$ cat src/sv/bsfd_pkg.sv
// Shared types and constants for the byte-stuffed frame deframer.
// No dependencies; used by bsfd_step and byte_stuffed_frame_deframer_top.
package bsfd_pkg;

  typedef enum logic [1:0] {
    MODE_HUNT     = 2'd0,
    MODE_IN_FRAME = 2'd1,
    MODE_ESCAPED  = 2'd2
  } mode_t;

  localparam logic KIND_DATA      = 1'b0;
  localparam logic KIND_FRAME_END = 1'b1;

  localparam logic [1:0] CFG_FLAG_BYTE   = 2'd0;
  localparam logic [1:0] CFG_ESCAPE_BYTE = 2'd1;
  localparam logic [1:0] CFG_ESCAPE_MASK = 2'd2;
  localparam logic [1:0] CFG_MAX_LENGTH  = 2'd3;

  localparam logic [7:0] FLAG_RESET   = 8'd126;
  localparam logic [7:0] ESCAPE_RESET = 8'd125;
  localparam logic [7:0] MASK_RESET   = 8'd32;
  localparam logic [8:0] MAXLEN_RESET = 9'd256;

  typedef struct packed {
    logic [7:0] flag_byte;
    logic [7:0] escape_byte;
    logic [7:0] escape_mask;
    logic [8:0] max_length;
  } cfg_t;

  typedef struct packed {
    logic       kind;
    logic [7:0] data_byte;
    logic [7:0] position;
    logic [1:0] buffer_slot;
    logic [7:0] frame_length;
  } result_t;

endpackage

$ cat src/sv/byte_stuffed_frame_deframer_top.sv
// Top level of the byte-stuffed frame deframer: input register, state, result register.
// Depends on bsfd_pkg and bsfd_step.
//
//   channel  direction  handshake            payload
//   in       sink       in_valid / in_ready  rx_byte, datagram_start
//   out      source     out_valid/out_ready  kind, data_byte, position, buffer_slot,
//                                            frame_length
//   cfg      sink       cfg_we (no wait)     cfg_index, cfg_data
//
// One beat per cycle sustained unless the result stalls; a beat passes the input register
// and then the result register. The input register feeds the per-byte logic, which
// updates the state and the result register in the same cycle. Reset sets the config
// registers to defaults, clears valid flags, starts in hunt mode, slot zero. A stalled
// result holds the input register; the input side stops only when both stages are full.
module byte_stuffed_frame_deframer_top #(
  parameter int NUM_BUFFERS     = 4,
  parameter int MAX_FRAME_BYTES = 256
) (
  input  logic       clk,
  input  logic       rst,
  input  logic       in_valid,
  output logic       in_ready,
  input  logic [7:0] rx_byte,
  input  logic       datagram_start,
  output logic       out_valid,
  input  logic       out_ready,
  output logic       kind,
  output logic [7:0] data_byte,
  output logic [7:0] position,
  output logic [1:0] buffer_slot,
  output logic [7:0] frame_length,
  input  logic       cfg_we,
  input  logic [1:0] cfg_index,
  input  logic [8:0] cfg_data
);

  localparam int CNT_W  = $clog2(MAX_FRAME_BYTES + 1);
  localparam int SLOT_W = (NUM_BUFFERS > 1) ? $clog2(NUM_BUFFERS) : 1;

  bsfd_pkg::cfg_t    cfg;
  bsfd_pkg::mode_t   mode;
  bsfd_pkg::mode_t   mode_next;
  logic [CNT_W-1:0]  byte_count;
  logic [CNT_W-1:0]  byte_count_next;
  logic [SLOT_W-1:0] slot_index;
  logic [SLOT_W-1:0] slot_index_next;
  logic              s1_valid;
  logic [7:0]        s1_byte;
  logic              s1_start;
  logic              advance;
  logic              res_valid;
  bsfd_pkg::result_t res;

  assign advance  = !out_valid || out_ready;
  assign in_ready = !s1_valid || advance;

  always_ff @(posedge clk) begin
    if (rst) begin
      cfg.flag_byte   <= bsfd_pkg::FLAG_RESET;
      cfg.escape_byte <= bsfd_pkg::ESCAPE_RESET;
      cfg.escape_mask <= bsfd_pkg::MASK_RESET;
      cfg.max_length  <= bsfd_pkg::MAXLEN_RESET;
    end else if (cfg_we) begin
      case (cfg_index)
        bsfd_pkg::CFG_FLAG_BYTE:   cfg.flag_byte   <= cfg_data[7:0];
        bsfd_pkg::CFG_ESCAPE_BYTE: cfg.escape_byte <= cfg_data[7:0];
        bsfd_pkg::CFG_ESCAPE_MASK: cfg.escape_mask <= cfg_data[7:0];
        bsfd_pkg::CFG_MAX_LENGTH:  cfg.max_length  <= cfg_data;
        default: ;
      endcase
    end
  end

  // input register
  always_ff @(posedge clk) begin
    if (rst) begin
      s1_valid <= 1'b0;
    end else if (in_ready) begin
      s1_valid <= in_valid;
    end
  end

  always_ff @(posedge clk) begin
    if (in_ready && in_valid) begin
      s1_byte  <= rx_byte;
      s1_start <= datagram_start;
    end
  end

  bsfd_step #(
    .NUM_BUFFERS     (NUM_BUFFERS),
    .MAX_FRAME_BYTES (MAX_FRAME_BYTES),
    .CNT_W           (CNT_W),
    .SLOT_W          (SLOT_W)
  ) u_step (
    .cfg             (cfg),
    .rx_byte         (s1_byte),
    .datagram_start  (s1_start),
    .mode            (mode),
    .byte_count      (byte_count),
    .slot_index      (slot_index),
    .mode_next       (mode_next),
    .byte_count_next (byte_count_next),
    .slot_index_next (slot_index_next),
    .res_valid       (res_valid),
    .res             (res)
  );

  // deframer state
  always_ff @(posedge clk) begin
    if (rst) begin
      mode       <= bsfd_pkg::MODE_HUNT;
      byte_count <= '0;
      slot_index <= '0;
    end else if (s1_valid && advance) begin
      mode       <= mode_next;
      byte_count <= byte_count_next;
      slot_index <= slot_index_next;
    end
  end

  // result register
  always_ff @(posedge clk) begin
    if (rst) begin
      out_valid <= 1'b0;
    end else if (advance) begin
      out_valid <= s1_valid && res_valid;
    end
  end

  always_ff @(posedge clk) begin
    if (advance && s1_valid && res_valid) begin
      kind         <= res.kind;
      data_byte    <= res.data_byte;
      position     <= res.position;
      buffer_slot  <= res.buffer_slot;
      frame_length <= res.frame_length;
    end
  end

`ifndef SYNTHESIS
  a_count_bound: assert property (@(posedge clk) disable iff (rst)
    CNT_W'(MAX_FRAME_BYTES) >= byte_count)
    else $error("byte count beyond frame limit");

  a_slot_bound: assert property (@(posedge clk) disable iff (rst)
    (SLOT_W + 1)'(slot_index) < (SLOT_W + 1)'(NUM_BUFFERS))
    else $error("slot index out of range");

  a_frame_end_rearm: assert property (@(posedge clk) disable iff (rst)
    (advance && s1_valid && res_valid && res.kind == bsfd_pkg::KIND_FRAME_END) |=>
    (mode == bsfd_pkg::MODE_HUNT && byte_count == '0))
    else $error("frame end did not return to hunt");

  a_stall_holds_stage: assert property (@(posedge clk) disable iff (rst)
    (s1_valid && !advance) |=> (s1_valid && $stable(s1_byte) && $stable(s1_start)))
    else $error("input stage lost a beat during stall");
`endif

endmodule

$ cat src/sv/bsfd_step.sv
// Per-byte deframing logic: next mode, byte count and slot, plus the result beat.
// Depends on bsfd_pkg.
module bsfd_step #(
  parameter int NUM_BUFFERS     = 4,
  parameter int MAX_FRAME_BYTES = 256,
  parameter int CNT_W           = 9,
  parameter int SLOT_W          = 2
) (
  input  bsfd_pkg::cfg_t    cfg,
  input  logic [7:0]        rx_byte,
  input  logic              datagram_start,
  input  bsfd_pkg::mode_t   mode,
  input  logic [CNT_W-1:0]  byte_count,
  input  logic [SLOT_W-1:0] slot_index,
  output bsfd_pkg::mode_t   mode_next,
  output logic [CNT_W-1:0]  byte_count_next,
  output logic [SLOT_W-1:0] slot_index_next,
  output logic              res_valid,
  output bsfd_pkg::result_t res
);

  localparam int LIM_W  = (CNT_W > 9) ? CNT_W : 9;
  localparam int SLOT_X = (SLOT_W > 2) ? SLOT_W : 2;
  localparam logic [LIM_W-1:0]  MAX_LIM   = LIM_W'(MAX_FRAME_BYTES);
  localparam logic [SLOT_W-1:0] SLOT_LAST = SLOT_W'(NUM_BUFFERS - 1);

  logic [LIM_W-1:0]  max_ext;
  logic [LIM_W-1:0]  limit;
  logic [LIM_W-1:0]  cnt_start_ext;
  logic [LIM_W-1:0]  cnt_ext;
  logic [SLOT_X-1:0] slot_ext;
  logic [CNT_W-1:0]  cnt_start;
  logic [CNT_W-1:0]  cnt_eff;
  logic [CNT_W-1:0]  cnt_inc;
  logic [SLOT_W-1:0] slot_adv;
  bsfd_pkg::mode_t   mode_start;
  bsfd_pkg::mode_t   mode_eff;
  logic              overrun;
  logic              is_flag;
  logic              is_escape;

  // datagram start, then overrun check, both before the byte is handled
  always_comb begin
    max_ext       = LIM_W'(cfg.max_length);
    limit         = (max_ext < MAX_LIM) ? max_ext : MAX_LIM;
    mode_start    = datagram_start ? bsfd_pkg::MODE_HUNT : mode;
    cnt_start     = datagram_start ? '0 : byte_count;
    cnt_start_ext = LIM_W'(cnt_start);
    overrun       = (cnt_start_ext >= limit);
    mode_eff      = overrun ? bsfd_pkg::MODE_HUNT : mode_start;
    cnt_eff       = overrun ? '0 : cnt_start;
    cnt_ext       = LIM_W'(cnt_eff);
    cnt_inc       = cnt_eff + CNT_W'(1);
    slot_ext      = SLOT_X'(slot_index);
    slot_adv      = (slot_index == SLOT_LAST) ? '0 : slot_index + SLOT_W'(1);
    is_flag       = (rx_byte == cfg.flag_byte);
    is_escape     = (rx_byte == cfg.escape_byte);
  end

  // next state
  always_comb begin
    mode_next       = mode_eff;
    byte_count_next = cnt_eff;
    slot_index_next = slot_index;
    case (mode_eff)
      bsfd_pkg::MODE_ESCAPED: begin
        mode_next       = bsfd_pkg::MODE_IN_FRAME;
        byte_count_next = cnt_inc;
      end
      bsfd_pkg::MODE_IN_FRAME: begin
        if (is_escape) begin
          mode_next = bsfd_pkg::MODE_ESCAPED;
        end else if (is_flag) begin
          if (cnt_eff != '0) begin
            mode_next       = bsfd_pkg::MODE_HUNT;
            byte_count_next = '0;
            slot_index_next = slot_adv;
          end
        end else begin
          byte_count_next = cnt_inc;
        end
      end
      default: begin
        mode_next = bsfd_pkg::MODE_HUNT;
        if (is_flag) begin
          mode_next       = bsfd_pkg::MODE_IN_FRAME;
          byte_count_next = '0;
        end
      end
    endcase
  end

  // result beat
  always_comb begin
    res_valid        = 1'b0;
    res.kind         = bsfd_pkg::KIND_DATA;
    res.data_byte    = '0;
    res.position     = '0;
    res.buffer_slot  = slot_ext[1:0];
    res.frame_length = '0;
    case (mode_eff)
      bsfd_pkg::MODE_ESCAPED: begin
        res_valid     = 1'b1;
        res.data_byte = rx_byte ^ cfg.escape_mask;
        res.position  = cnt_ext[7:0];
      end
      bsfd_pkg::MODE_IN_FRAME: begin
        if (!is_escape) begin
          if (is_flag) begin
            if (cnt_eff != '0) begin
              res_valid        = 1'b1;
              res.kind         = bsfd_pkg::KIND_FRAME_END;
              res.frame_length = cnt_ext[7:0];
            end
          end else begin
            res_valid     = 1'b1;
            res.data_byte = rx_byte;
            res.position  = cnt_ext[7:0];
          end
        end
      end
      default: begin
        res_valid = 1'b0;
      end
    endcase
  end

endmodule
$ cat config.mk
export PLATFORM = sky130hd
export DESIGN_NAME = byte_stuffed_frame_deframer_top
export DESIGN_NICKNAME = d
export VERILOG_FILES = /design/src/sv/bsfd_pkg.sv /design/src/sv/byte_stuffed_frame_deframer_top.sv /design/src/sv/bsfd_step.sv
export SDC_FILE = /design/constraint.sdc
export NUM_CORES = 1
export LEC_CHECK = 0
export BUFFER_PORTS_ARGS = -buffer_cell sky130_fd_sc_hd__buf_2
export CAP_MARGIN = 5
export CORE_MARGIN = 8
export CORE_UTILIZATION = 55
export DETAILED_ROUTE_END_ITERATION = 6
export GPL_TIMING_DRIVEN = 0
export PLACE_DENSITY = 0.84
export RECOVER_POWER = 25
export SLEW_MARGIN = 30
export SYNTH_ARGS = -nofsm -noshare
export SYNTH_HDL_FRONTEND = slang
export SYNTH_HIERARCHICAL = 1
export SYNTH_SLANG_ARGS = --single-unit
$ cat constraint.sdc
create_clock -name clk -period 5.1 [get_ports clk]
set_input_delay 0.255 -clock clk [delete_from_list [all_inputs] [get_ports clk]]
set_output_delay 0.255 -clock clk [all_outputs]
set_load 0.005 [all_outputs]
== After elaboration in Yosys (flattened, before gate mapping) ==
Index checks and enable logic that the tools add are counted.

* Register bits: 84

* $add $sub $neg: 2
* Magnitude comparators: 2
* Eq/ne operators: 8
* Mux-type cells: 23
* Bitwise logic cells: 5
* Reductions and logical operators: 17

{| class="wikitable"
|+ Operator list
! operator !! number
|-
| $mux 9 || 7
|-
| $mux 16 || 2
|-
| $pmux 16 s2 || 1
|-
| $pmux 9 s2 || 1
|-
| $eq 8x8->1 || 2
|-
| $mux 2 || 6
|-
| $add 9x1->9 const B || 1
|-
| $ge 9x9->1 || 1
|-
| $lt 9x9->1 const B || 1
|-
| $reduce_bool 9->1 || 1
|-
| $eq 2x2->1 const B || 4
|-
| $reduce_and 2->1 || 4
|-
| $xor 8x8->8 || 1
|-
| $reduce_and 5->1 || 1
|-
| $eq 2x1->1 const B || 2
|-
| $logic_and 1x1->1 || 4
|-
| $mux 1 || 4
|-
| $not 1->1 || 4
|-
| $pmux 2 s2 || 1
|-
| $reduce_or 4->1 || 1
|-
| $reduce_or 3->1 || 1
|-
| $add 2x1->2 const B || 1
|-
| $logic_not 1->1 || 2
|-
| $logic_not 2->1 || 1
|-
| other kinds (2) || 3
|}

== Logic depth before layout (Yosys ltp) ==
Gate-level depths: netlist of the first run.

* Word-level depth: 10
* Depth in mapped cells: 18
* Depth with buffers taken out: 17

== Modules after synthesis ==
Netlist of the first run, hierarchy kept.

{| class="wikitable"
|+ By module, submodules not included
! module !! instances !! cells each !! area each (um^2) !! sequential area each (um^2)
|-
| byte_stuffed_frame_deframer_top || 1 || 242 || 2965.3 || 2042.0
|-
| bsfd_step || 1 || 206 || 1442.6 || 0.0
|}

== Worst setup path after synthesis of the first run ==
OpenSTA, ideal clock, no wires.

* Path kind: register to register
* From: register byte_count[6]
* To: register buffer_slot[0], enable pin
* Arrival time: 3945 ps
* Data required time: 4689 ps
* Path slack: 744 ps
* Stages on the path, launching flop included: 17
* Cells stage by stage: dfxtp_1 -> clkbuf_1 -> nor2b_1 -> ha_1 -> a211oi_2 -> nor2_2 -> nor4_4 -> and2_1 -> buf_6 -> nand2_1 -> inv_1 -> ha_1 -> clkbuf_1 -> clkbuf_1 -> o21a_1 -> nand2_1 -> nor2_1

* Cells in the longest elaborated chain, start to end: 9
* Elaborated cells on any way between the ends: 12

{| class="wikitable"
|+ Ends and longest elaborated chain
! element !! line !! source
|-
| start, declared || byte_stuffed_frame_deframer_top.sv:43 || <nowiki>logic [CNT_W-1:0] byte_count;</nowiki>
|-
| start signal, assigned || byte_stuffed_frame_deframer_top.sv:117 || <nowiki>byte_count <= byte_count_next;</nowiki>
|-
| $mux 9 * || bsfd_step.sv:47 || <nowiki>cnt_start = datagram_start ? '0 : byte_count;</nowiki>
|-
| $ge 9x9->1 || bsfd_step.sv:49 || <nowiki>overrun = (cnt_start_ext >= limit);</nowiki>
|-
| $mux 9 || bsfd_step.sv:51 || <nowiki>cnt_eff = overrun ? '0 : cnt_start;</nowiki>
|-
| $reduce_bool 9->1 || bsfd_step.sv:110 || <nowiki>if (cnt_eff != '0) begin</nowiki>
|-
| $mux 1 || bsfd_step.sv:110 ||
|-
| $mux 1 || bsfd_step.sv:109 || <nowiki>if (is_flag) begin</nowiki>
|-
| $mux 1 || bsfd_step.sv:108 || <nowiki>if (!is_escape) begin</nowiki>
|-
| $pmux 1 s2 * || bsfd_step.sv:101 || <nowiki>case (mode_eff)</nowiki>
|-
| via res_valid || byte_stuffed_frame_deframer_top.sv:51 || <nowiki>logic res_valid;</nowiki>
|-
| $logic_and 1x1->1 * || byte_stuffed_frame_deframer_top.sv:132 || <nowiki>if (advance && s1_valid && res_valid) begin</nowiki>
|-
| end signal, assigned || byte_stuffed_frame_deframer_top.sv:136 || <nowiki>buffer_slot <= res.buffer_slot;</nowiki>
|-
| end, declared || byte_stuffed_frame_deframer_top.sv:30 || <nowiki>output logic [1:0] buffer_slot,</nowiki>
|}

The timed path passes the listed nets; every way through them passes the cells marked *.
A chain may end at the register's enable or synchronous reset.

== Worst setup path in the final report of the first run ==
* From: register byte_count[6]
* To: register position[6], enable pin

* Cells in the longest elaborated chain, start to end: 9
* Elaborated cells on any way between the ends: 12

{| class="wikitable"
|+ Ends and longest elaborated chain
! element !! line !! source
|-
| $mux 9 * || bsfd_step.sv:47 ||
|-
| $ge 9x9->1 || bsfd_step.sv:49 ||
|-
| $mux 9 || bsfd_step.sv:51 ||
|-
| $reduce_bool 9->1 || bsfd_step.sv:110 ||
|-
| $mux 1 || bsfd_step.sv:110 ||
|-
| $mux 1 || bsfd_step.sv:109 ||
|-
| $mux 1 || bsfd_step.sv:108 ||
|-
| $pmux 1 s2 * || bsfd_step.sv:101 ||
|-
| via res_valid || byte_stuffed_frame_deframer_top.sv:51 ||
|-
| $logic_and 1x1->1 * || byte_stuffed_frame_deframer_top.sv:132 ||
|-
| end signal, assigned || byte_stuffed_frame_deframer_top.sv:135 || <nowiki>position <= res.position;</nowiki>
|-
| end, declared || byte_stuffed_frame_deframer_top.sv:29 || <nowiki>output logic [7:0] position,</nowiki>
|}

Marks and branches as above.

==> impl_metrics.toml, run 1 <==
[placed_design]
dpl.cell_count = 604
hpwl_mm = 7.35
dpl_cell_area_sq_um = 4840
portBuffers = 53
gp_congestion = 0.882
pre_cts_ws_ns = 0.880

[clock_network]
clk_latency_ns = 0.37
cts-root-buf = "clkbuf_8"
clkTransAtPathRegs_ns = 0.09
post_cts_resized = 0
cts_tree = "yes"
post_cts.repair.setup_buffers = 0
cts_buffers = 9
cts_buffer_depth = 2
cts.htree.levels = 3
cts.sinks = 84
hold_buffers = 0

[floorplanning]
die_y_microns = 106
start_util_pct = 56.7
die_w_microns = 106
core_sq_um = 7770
rows = 32
dieArea_sq_um = 11100
io_pins = 54

[global_route]
track_usage_pct = 17.9
grt_antenna_before_repair = 0
grt_pass1_wl_mm = 16.2
grt.overflow.total = 0
grt_pass1_vias = 3486
grt_max_degree = 22

[synth]
synth_top_family_by_area = "simple AND/OR/NAND/NOR gates"
synthMuxAreaShare_pct = 4.60
synth_fa_ha_area_share_pct = 3.97
yosysTopAreaCell = "edfxtp_1"
synth_top_cells_by_count = "52 x nand2_1, 48 x dfxtp_1, 41 x a21oi_1"
synth_edf_count = 36
netlist_area_sq_um = 4410
syn_avg_cell_area_sq_um = 9.84
synth_top_area_share_pct = 24.5
yosysWarnings = 6
ys_types = 57
synth_fp_nets = 487
synth_seq_cells = 84
synth_compound_area_share_pct = 11.1
ys_top_cells_by_area = "edfxtp_1 25%, dfxtp_1 22%, a21oi_1 4.7%, nand2_1 4.4%, nand2b_1 4.1%"
synth_seq_area_share_pct = 46.3
netlist_instances = 448
yosys.area_share.simple_pct = 25.7
async_flop_share_pct = 0
synth_xor_area_share_pct = 3.78
ys.flop_type = "dfxtp_1"
synth_most_common_cell = "nand2_1"

[final_layout]
antenna_cells = 0
nets = 552
areaGrowthSynthToFinish_pct = 14.4
fill_cells = 641
finalNonFillerCells = 620
drive_above_1_share_pct = 19.3
utilization_pct = 64.9
fin_area_sq_um = 5040

[routing]
via_count = 3498
drc = 0
avgViaCountPerCell = 5.64
ant_nets = 0
drtIter0Drc = 206
drt_first_pass_iters = 5
routedWlPerCell_microns = 15.7
wl_mm = 9.75

[worst_setup_path]
worstSetupStartpointType = "flip-flop"
cp_cell_sequence = "clkbuf_1, nor2b_1, ha_1, a211oi_2, nor2_2, nor4_4, and2_1, buf_6, nand2_1, inv_1, ha_1, clkbuf_1, clkbuf_1, o21a_1, nand2_1, nor2_4, buf_16"
path_max_fanout = 21
path_buf_inv = 6
cp_common_cell = "clkbuf_1"
cp_slowest_cell = "clkbuf_1"
required_ns = 5.17
cp_slowest_stage_delay_ns = 0.43
critical_path_arrival_ns = 4.39
cp_top_family = "buffers and inverters"
end_kind = "flip-flop"
critical_path_class = "reg -> reg"

[timing]
final.setup.tns_ns = 0
period_share_pct = 84.7
fmax_ghz = 0.231
worst_slack_ns = 0.779
tightest_slew_ns = 0.573
min_period_ns = 4.32
final_hold_viol_count = 0
setup_violations = 0
finalClockSkew_ns = 0.0161
rsz0062_at_grt = "false"
relSlewSlack_pct = 61.8
drv_slew = 0

[flow_run]
drv_cap = 0

[power]
vdd_drop_max_v = 0.000148
power_density_nw_per_um2 = 261
p_leak_uw = 0.00198

[hold_path]
hold_path_class = "in -> reg"

[status]
run_status = "completed"
==> area by class of cell <==
| type | count | area, sq um | share of cell area, % |
|---|---|---|---|
| buffer | 26 | 158 | 3.13 |
| clock buffer | 11 | 174 | 3.45 |
| clock inverter | 5 | 41.3 | 0.819 |
| inverter | 10 | 37.5 | 0.745 |
| multi-input combinational | 328 | 2170 | 43.1 |
| sequential | 84 | 2040 | 40.5 |
| tap | 102 | 128 | 2.53 |
| timing repair buffer | 54 | 290 | 5.76 |
==> power by group <==
group	leakage (uW)	switching [uW]	total [uW]	internal, uW
registers	0.000792	15.2	727	712
clock network	0.000111	256	499	243
logic	0.00108	52.3	91.4	39.2
total	0.00198	323	1320	994
==> kinds of logic after synthesis <==
| kind of cell | after synthesis |
|---|---|
| AO/OA/AOI/OAI | 78 |
| AND/OR/NAND/NOR | 197 |
| adder cells (fa/ha/maj) | 14 |
| multiplexers | 20 |
| XOR/XNOR | 19 |
| flip-flops | 84 |
| buffers and inverters | 36 |
==> metrics by stage <==
step           hold WS [ns]  total power, uW
2_1_floorplan         0.354              799
3_3_place_gp          0.431              830
3_5_place_dp          0.433              833
4_1_cts              0.0465             1320
5_1_grt              0.0393             1360
6_report             0.0536             1320
==> flip-flops by register name, indices dropped and copies added (netlist names) <==
register / cells
s1_byte: 8
mode: 2
s1_valid: 1
slot_index: 2
data_byte: 8
out_valid: 1
cfg: 33
s1_start: 1
frame_length: 8
byte_count: 9
buffer_slot: 2
position: 8
kind: 1
==> path summary, 6_finish.rpt <==
kind | from | end | slack [ns] | cells after the start
min | rx_byte[2] | s1_byte[2] | 0.05 | 1
max | byte_count[6] | position[6] | 0.78 | 17
min reg2reg | cfg[1] | cfg[1] | 0.46 | 2
max reg2reg | byte_count[6] | position[6] | 0.78 | 17
==> metal layers <==
layer / vias to the layer above / share of wire (%) / GRT usage, %
met5: - / 0 / 0
met4: 0 / 2.5 / 8.04
met3: 22 / 6.3 / 4.14
met2: 120 / 49 / 30.8
met1: 1644 / 42 / 20.9
li1: 1712 / - / -
==> layout by cell type (no fill, tap or decap), types with 4 or more instances in the layout <==
cell type  instances
buf_2             54
nor2_1            23
clkbuf_1          15
nand3_1            8
dfxtp_1           48
nand4_1            4
nand3b_1           9
nand2b_1          29
buf_6              5
inv_1              9
o211ai_1           5
clkbuf_8           9
a21oi_1           41
ha_1              14
and3_1            11
edfxtp_1          36
nor3_1            13
mux2i_1           18
xnor2_1            9
xor2_1            10
o21ai_1            9
nor2b_1           21
nand2_1           52
Power figures use the tool's default switching activity.
==> run 2: changes to the inputs <==
==> constraint.sdc (replaced) <==
create_clock -name clk -period 4.2 [get_ports clk]
set_input_delay 0.21 -clock clk [delete_from_list [all_inputs] [get_ports clk]]
set_output_delay 0.21 -clock clk [all_outputs]
set_load 0.005 [all_outputs]
==> run 2 against run 1 <==
  * Non-clock buffer count up 4
  * Power grew 27%
  * Highest routed layer unchanged
  * Largest cell class unchanged
  * Sequential cell count stayed put
  * Sequential share of layout area fell by 0.57 points
  * Core utilization rose by 0.92 points
==> impl_metrics.toml, run 2 (synthesized netlist as in run 1, its figures left out) <==
[status]
run_status = "completed"

[routing]
drc = 0
routedWlPerCell_microns = 16.5
wl_mm = 10.3
ant_nets = 0
drtIter0Drc = 263
drt_first_pass_iters = 5
via_count = 3586
avgViaCountPerCell = 5.74

[worst_setup_path]
required_ns = 4.28
cp_cell_sequence = "buf_2, nor2b_1, ha_1, a211oi_2, nor2_2, nor4_4, and2_1, buf_6, nand2_1, inv_1, ha_1, clkbuf_1, clkbuf_2, o21a_1, nand2_1, nor2_4, buf_12"
rr_worst_depth = 17
rrSetupSlack_ns = 0.26
critical_path.endpoint = "buffer_slot[0]"
end_kind = "flip-flop"
cp_slowest_stage_delay_ns = 0.39
path_max_fanout = 14
r2r_end = "buffer_slot[0]"
path_buf_inv = 6
critical_path_arrival_ns = 4.02
worstSetupStartpointType = "flip-flop"
crit_start = "s1_start"
critical_path_class = "reg -> reg"
path_depth = 17
timing.rr.start = "s1_start"
cp_top_family = "simple AND/OR/NAND/NOR gates"
cp_slowest_cell = "edfxtp_1"

[timing]
period_share_pct = 93.8
drv_slew = 0
final.setup.tns_ns = 0
min_period_ns = 3.94
final_hold_viol_count = 0
relSlewSlack_pct = 47.5
fmax_ghz = 0.254
rsz0062_at_grt = "false"
tightest_slew_ns = 0.786
finalClockSkew_ns = 0.00988
setup_violations = 0

[power]
p_leak_uw = 0.00201
power_density_nw_per_um2 = 328
vdd_drop_max_v = 0.000194

[final_layout]
final_cell_mix = "54 x buf_2, 52 x nand2_1, 48 x dfxtp_1"
top_register = "cfg"
reg_top3 = "cfg x33, byte_count x9"
finalNonFillerCells = 625
areaGrowthSynthToFinish_pct = 16.0
drive_above_1_share_pct = 19.5
mostFrequentLayoutCell = "buf_2"
fill_cells = 630
fin_area_sq_um = 5110
nets = 557
antenna_cells = 0
largest_reg_flops = 33

[clock_network]
cts-root-buf = "clkbuf_8"
clk_latency_ns = 0.36
cts.htree.levels = 3
cts_buffers = 9
cts_buffer_depth = 2
cts_tree = "yes"
cts.sinks = 84
clkTransAtPathRegs_ns = 0.09

[hold_path]
hold_path_class = "in -> reg"

[global_route]
grt_max_degree = 17
grt_pass1_vias = 3478
grt.overflow.total = 0
track_usage_pct = 18.5
grt_antenna_before_repair = 0
grt_pass1_wl_mm = 16.6

[placed_design]
dpl_cell_area_sq_um = 4810
hpwl_mm = 7.50
dpl.cell_count = 603
gp_congestion = 0.893
portBuffers = 53

[floorplanning]
die_w_microns = 106
io_pins = 54
start_util_pct = 56.7
core_sq_um = 7770
rows = 32
dieArea_sq_um = 11100
die_y_microns = 106

[flow_run]
drv_cap = 0
-- run 2: cell count changes in the layout (fill, tap and decap cells not counted), sizes merged --
cell | before | now
nor2 | 25 | 26
bufinv | 0 | 1
dlygate4sd3 | 0 | 4
clkinv | 2 | 1
-- run 2: how the worst min path moves through the flow --
| stage | start | cells past startpoint | endpoint |
|---|---|---|---|
| floorplan | rx_byte[0] | 0 | s1_byte[0] |
| global placement | rx_byte[3] | 1 | s1_byte[3] |
| detailed placement | rx_byte[0] | 1 | s1_byte[0] |
| CTS | rx_byte[6] | 1 | s1_byte[6] |
| global route | datagram_start | 1 | s1_start |
| finish | rx_byte[0] | 1 | s1_byte[0] |
-- run 2: layout make-up --
type | instances | area, sq um | area share, %
Clock buffer | 11 | 174 | 3.40
Timing Repair Buffer | 59 | 343 | 6.71
Tap cell | 102 | 128 | 2.50
Clock inverter | 5 | 70.1 | 1.37
Inverter | 10 | 37.5 | 0.734
Multi-Input combinational cell | 329 | 2170 | 42.5
Buffer | 25 | 148 | 2.89
Sequential cell | 84 | 2040 | 39.9
-- run 2: where the power goes --
group          switching, uW  internal (uW)  total [uW]
sequential              19.0            865         884
combinational           64.2           48.8         113
clock                    321            360         681
total                    405           1270        1680
-- run 2: metal layers --
layer	vias to the layer above	GRT usage [%]	share of wire [%]
met3	34	4.75	6.8
met4	0	11.2	3.7
met5	-	0	0
li1	1722	-	-
met2	138	30.9	48
met1	1692	21.0	41
-- run 2: repair_timing --
| item | in CTS | in global routing |
|---|---|---|
| pin swaps | 1 | 2 |
| gates resized for setup | 2 | 0 |
| setup buffers | 0 | 2 |
| cloned | 1 | 0 |
| hold buffers | 0 | 4 |
| hold endpoints to repair | 0 | 4 |
| setup endpoints to repair | 27 | 27 |
-- run 2: through the flow --
stage	worst slack (ns)	power, uW	hold slack (ns)	utilization [%]
finish	0.259	1680	0.0151	65.8
global route	0.000753	1730	0.00358	65.8
CTS	0.0298	1680	0.00349	65.2
detailed placement	-0.211	1010	0.388	61.9
global placement	-0.420	1010	0.387	61.8
floorplan	0.289	971	0.309	-
==> run 3: changes to the inputs <==
--- a/config.mk
+++ b/config.mk
@@ -7,6 +7,7 @@
 export LEC_CHECK = 0
 export BUFFER_PORTS_ARGS = -buffer_cell sky130_fd_sc_hd__buf_2
 export CAP_MARGIN = 5
+export CORE_ASPECT_RATIO = 0.8
 export CORE_MARGIN = 8
 export CORE_UTILIZATION = 55
 export DETAILED_ROUTE_END_ITERATION = 6
==> run 3 against run 2 <==
  * Worst hold slack gained 0.010 ns
  * Sequential share of layout area up 0.47 points
  * Global-route usage is 0.090 points higher
  * Combinational power decreased by 4%
  * Critical path type unchanged
==> impl_metrics.toml, run 3 (synthesized netlist as in run 1, its figures left out) <==
[clock_network]
clkTransAtPathRegs_ns = 0.08
hold_buffers = 0
cts.htree.levels = 3
cts.sinks = 84
cts_buffers = 9
cts-root-buf = "clkbuf_8"
cts_buffer_depth = 2
clk_latency_ns = 0.36
cts_tree = "yes"

[global_route]
track_usage_pct = 18.6
grt_pass1_wl_mm = 16.1
grt_pass1_vias = 3321
grt.overflow.total = 0
top_usage_layer = "met2"
grt_max_degree = 15
gr-usage-met1_pct = 25.3
met3_usage_pct = 4.20
grt_antenna_before_repair = 0
met2_usage_pct = 28.2

[hold_path]
hold_path_class = "in -> reg"

[final_layout]
drive_above_1_share_pct = 19.8
top_register = "cfg"
mostFrequentLayoutCell = "buf_2"
final_cell_mix = "54 x buf_2, 52 x nand2_1, 48 x dfxtp_1"
nets = 553
reg_top3 = "cfg x33, byte_count x9"
areaGrowthSynthToFinish_pct = 14.6
fill_cells = 632
antenna_cells = 0
largest_reg_flops = 33
multi_input_area_sq_um = 2180
finalNonFillerCells = 627
area.sequential_sq_um = 2040

[timing]
worst_slack_ns = 0.405
fmax_ghz = 0.263
finalClockSkew_ns = 0.0128
tightest_slew_ns = 0.532
period_share_pct = 90.4
rsz0062_at_grt = "false"
final_hold_viol_count = 0
min_period_ns = 3.80
final.setup.tns_ns = 0
setup_violations = 0
relSlewSlack_pct = 64.6
drv_slew = 0

[routing]
ant_nets = 0
routedWlPerCell_microns = 16.2
avgViaCountPerCell = 5.58
drtIter0Drc = 270
drt_first_pass_iters = 5
wl_mm = 10.1
via_count = 3500
drc = 0

[worst_setup_path]
path_max_fanout = 14
worstSetupStartpointType = "flip-flop"
cp_slowest_cell = "edfxtp_1"
cp_cell_sequence = "buf_2, nor2b_1, ha_1, a211oi_2, nor2_2, nor4_4, and2_1, buf_6, nand2_1, inv_1, ha_1, clkbuf_2, clkbuf_2, o21a_1, nand2_1, nor2_4, buf_12"
critical_path_class = "reg -> reg"
required_ns = 4.26
end_kind = "flip-flop"
critical_path_arrival_ns = 3.86
cp_slowest_stage_delay_ns = 0.40

[floorplanning]
dieArea_sq_um = 11200
die_w_microns = 116
rows = 29
core_sq_um = 7840
io_pins = 54
start_util_pct = 56.2
die_y_microns = 96.1

[flow_run]
drv_cap = 0

[power]
power.internal_uw = 1220
power_density_nw_per_um2 = 315
power_uw = 1590
p_leak_uw = 0.00199
vdd_drop_max_v = 0.000168
clockPowerShare_pct = 37.6
p_comb_share_pct = 6.9
switching_share_pct = 23.3
power_switching_uw = 371
seq_power_share_pct = 55.5

[placed_design]
pre_cts_ws_ns = -0.239
hpwl_mm = 7.57
gp_congestion = 0.886
dpl.cell_count = 609
portBuffers = 53

[status]
run_status = "completed"
[run 3: changes by cell type in the layout (fill, tap and decap cells not counted), sizes merged]
cell,change
dlygate4sd3,-4
clkbuf,+3
inv,-1
bufinv,-1
buf,-1
[run 3: path summary, 6_finish.rpt]
| kind | start | slack (ns) | cells after the start | to |
|---|---|---|---|---|
| max | s1_start | 0.40 | 17 | data_byte[4] |
| min | rx_byte[4] | 0.03 | 1 | s1_byte[4] |
| min reg2reg | cfg[1] | 0.47 | 2 | cfg[1] |
| max reg2reg | s1_start | 0.40 | 17 | data_byte[4] |
[run 3: area by class of cell]
class	instances	area share [%]
clock buffers	13	3.81
multi-input cells	329	43.1
repair buffers	55	5.97
inverters	10	0.743
clock inverters	3	0.421
plain buffers	25	2.82
well taps	108	2.67
flip-flops and latches	84	40.4
[run 3: timing repair]
action,in CTS,in global routing
pin swaps,1,1
resized for setup,2,3
endpoints found under the hold margin,0,0
gates cloned,1,0
setup endpoints to repair,27,27
setup buffers,1,1
[run 3: critical path: cells and delay by family (launching register included)]
family	cells	cell delay, ns
buffers and inverters	6	1.04
AOI/OAI and AO/OA	2	0.43
DFF	1	0.40
adders and majority gates	2	0.44
and+or+nand+nor	7	1.18
[run 3: per-stage QoR]
| stage | hold slack (ns) | cell area, sq um | utilization [%] |
|---|---|---|---|
| 2_1_floorplan | 0.309 | 4410 | - |
| 3_3_place_gp | 0.387 | 4810 | 61.4 |
| 3_5_place_dp | 0.389 | 4820 | 61.4 |
| 4_1_cts | 0.0115 | 5060 | 64.6 |
| 5_1_grt | 0.0100 | 5050 | 64.5 |
| 6_report | 0.0253 | 5050 | 64.5 |
[run 3: power groups by stage]
stage | registers [uW] | clock network (uW) | logic [uW]
2_1_floorplan | 896 | 0 | 75.1
6_report | 884 | 598 | 109
3_5_place_dp | 903 | 0 | 109
3_3_place_gp | 902 | 0 | 106
4_1_cts | 884 | 607 | 110
5_1_grt | 886 | 638 | 118
[run 3: layer usage]
metal	up-vias	routed length, microns
met2	141	4430
met4	0	143
met5	-	0
li1	1715	-
met1	1628	4680
met3	16	877
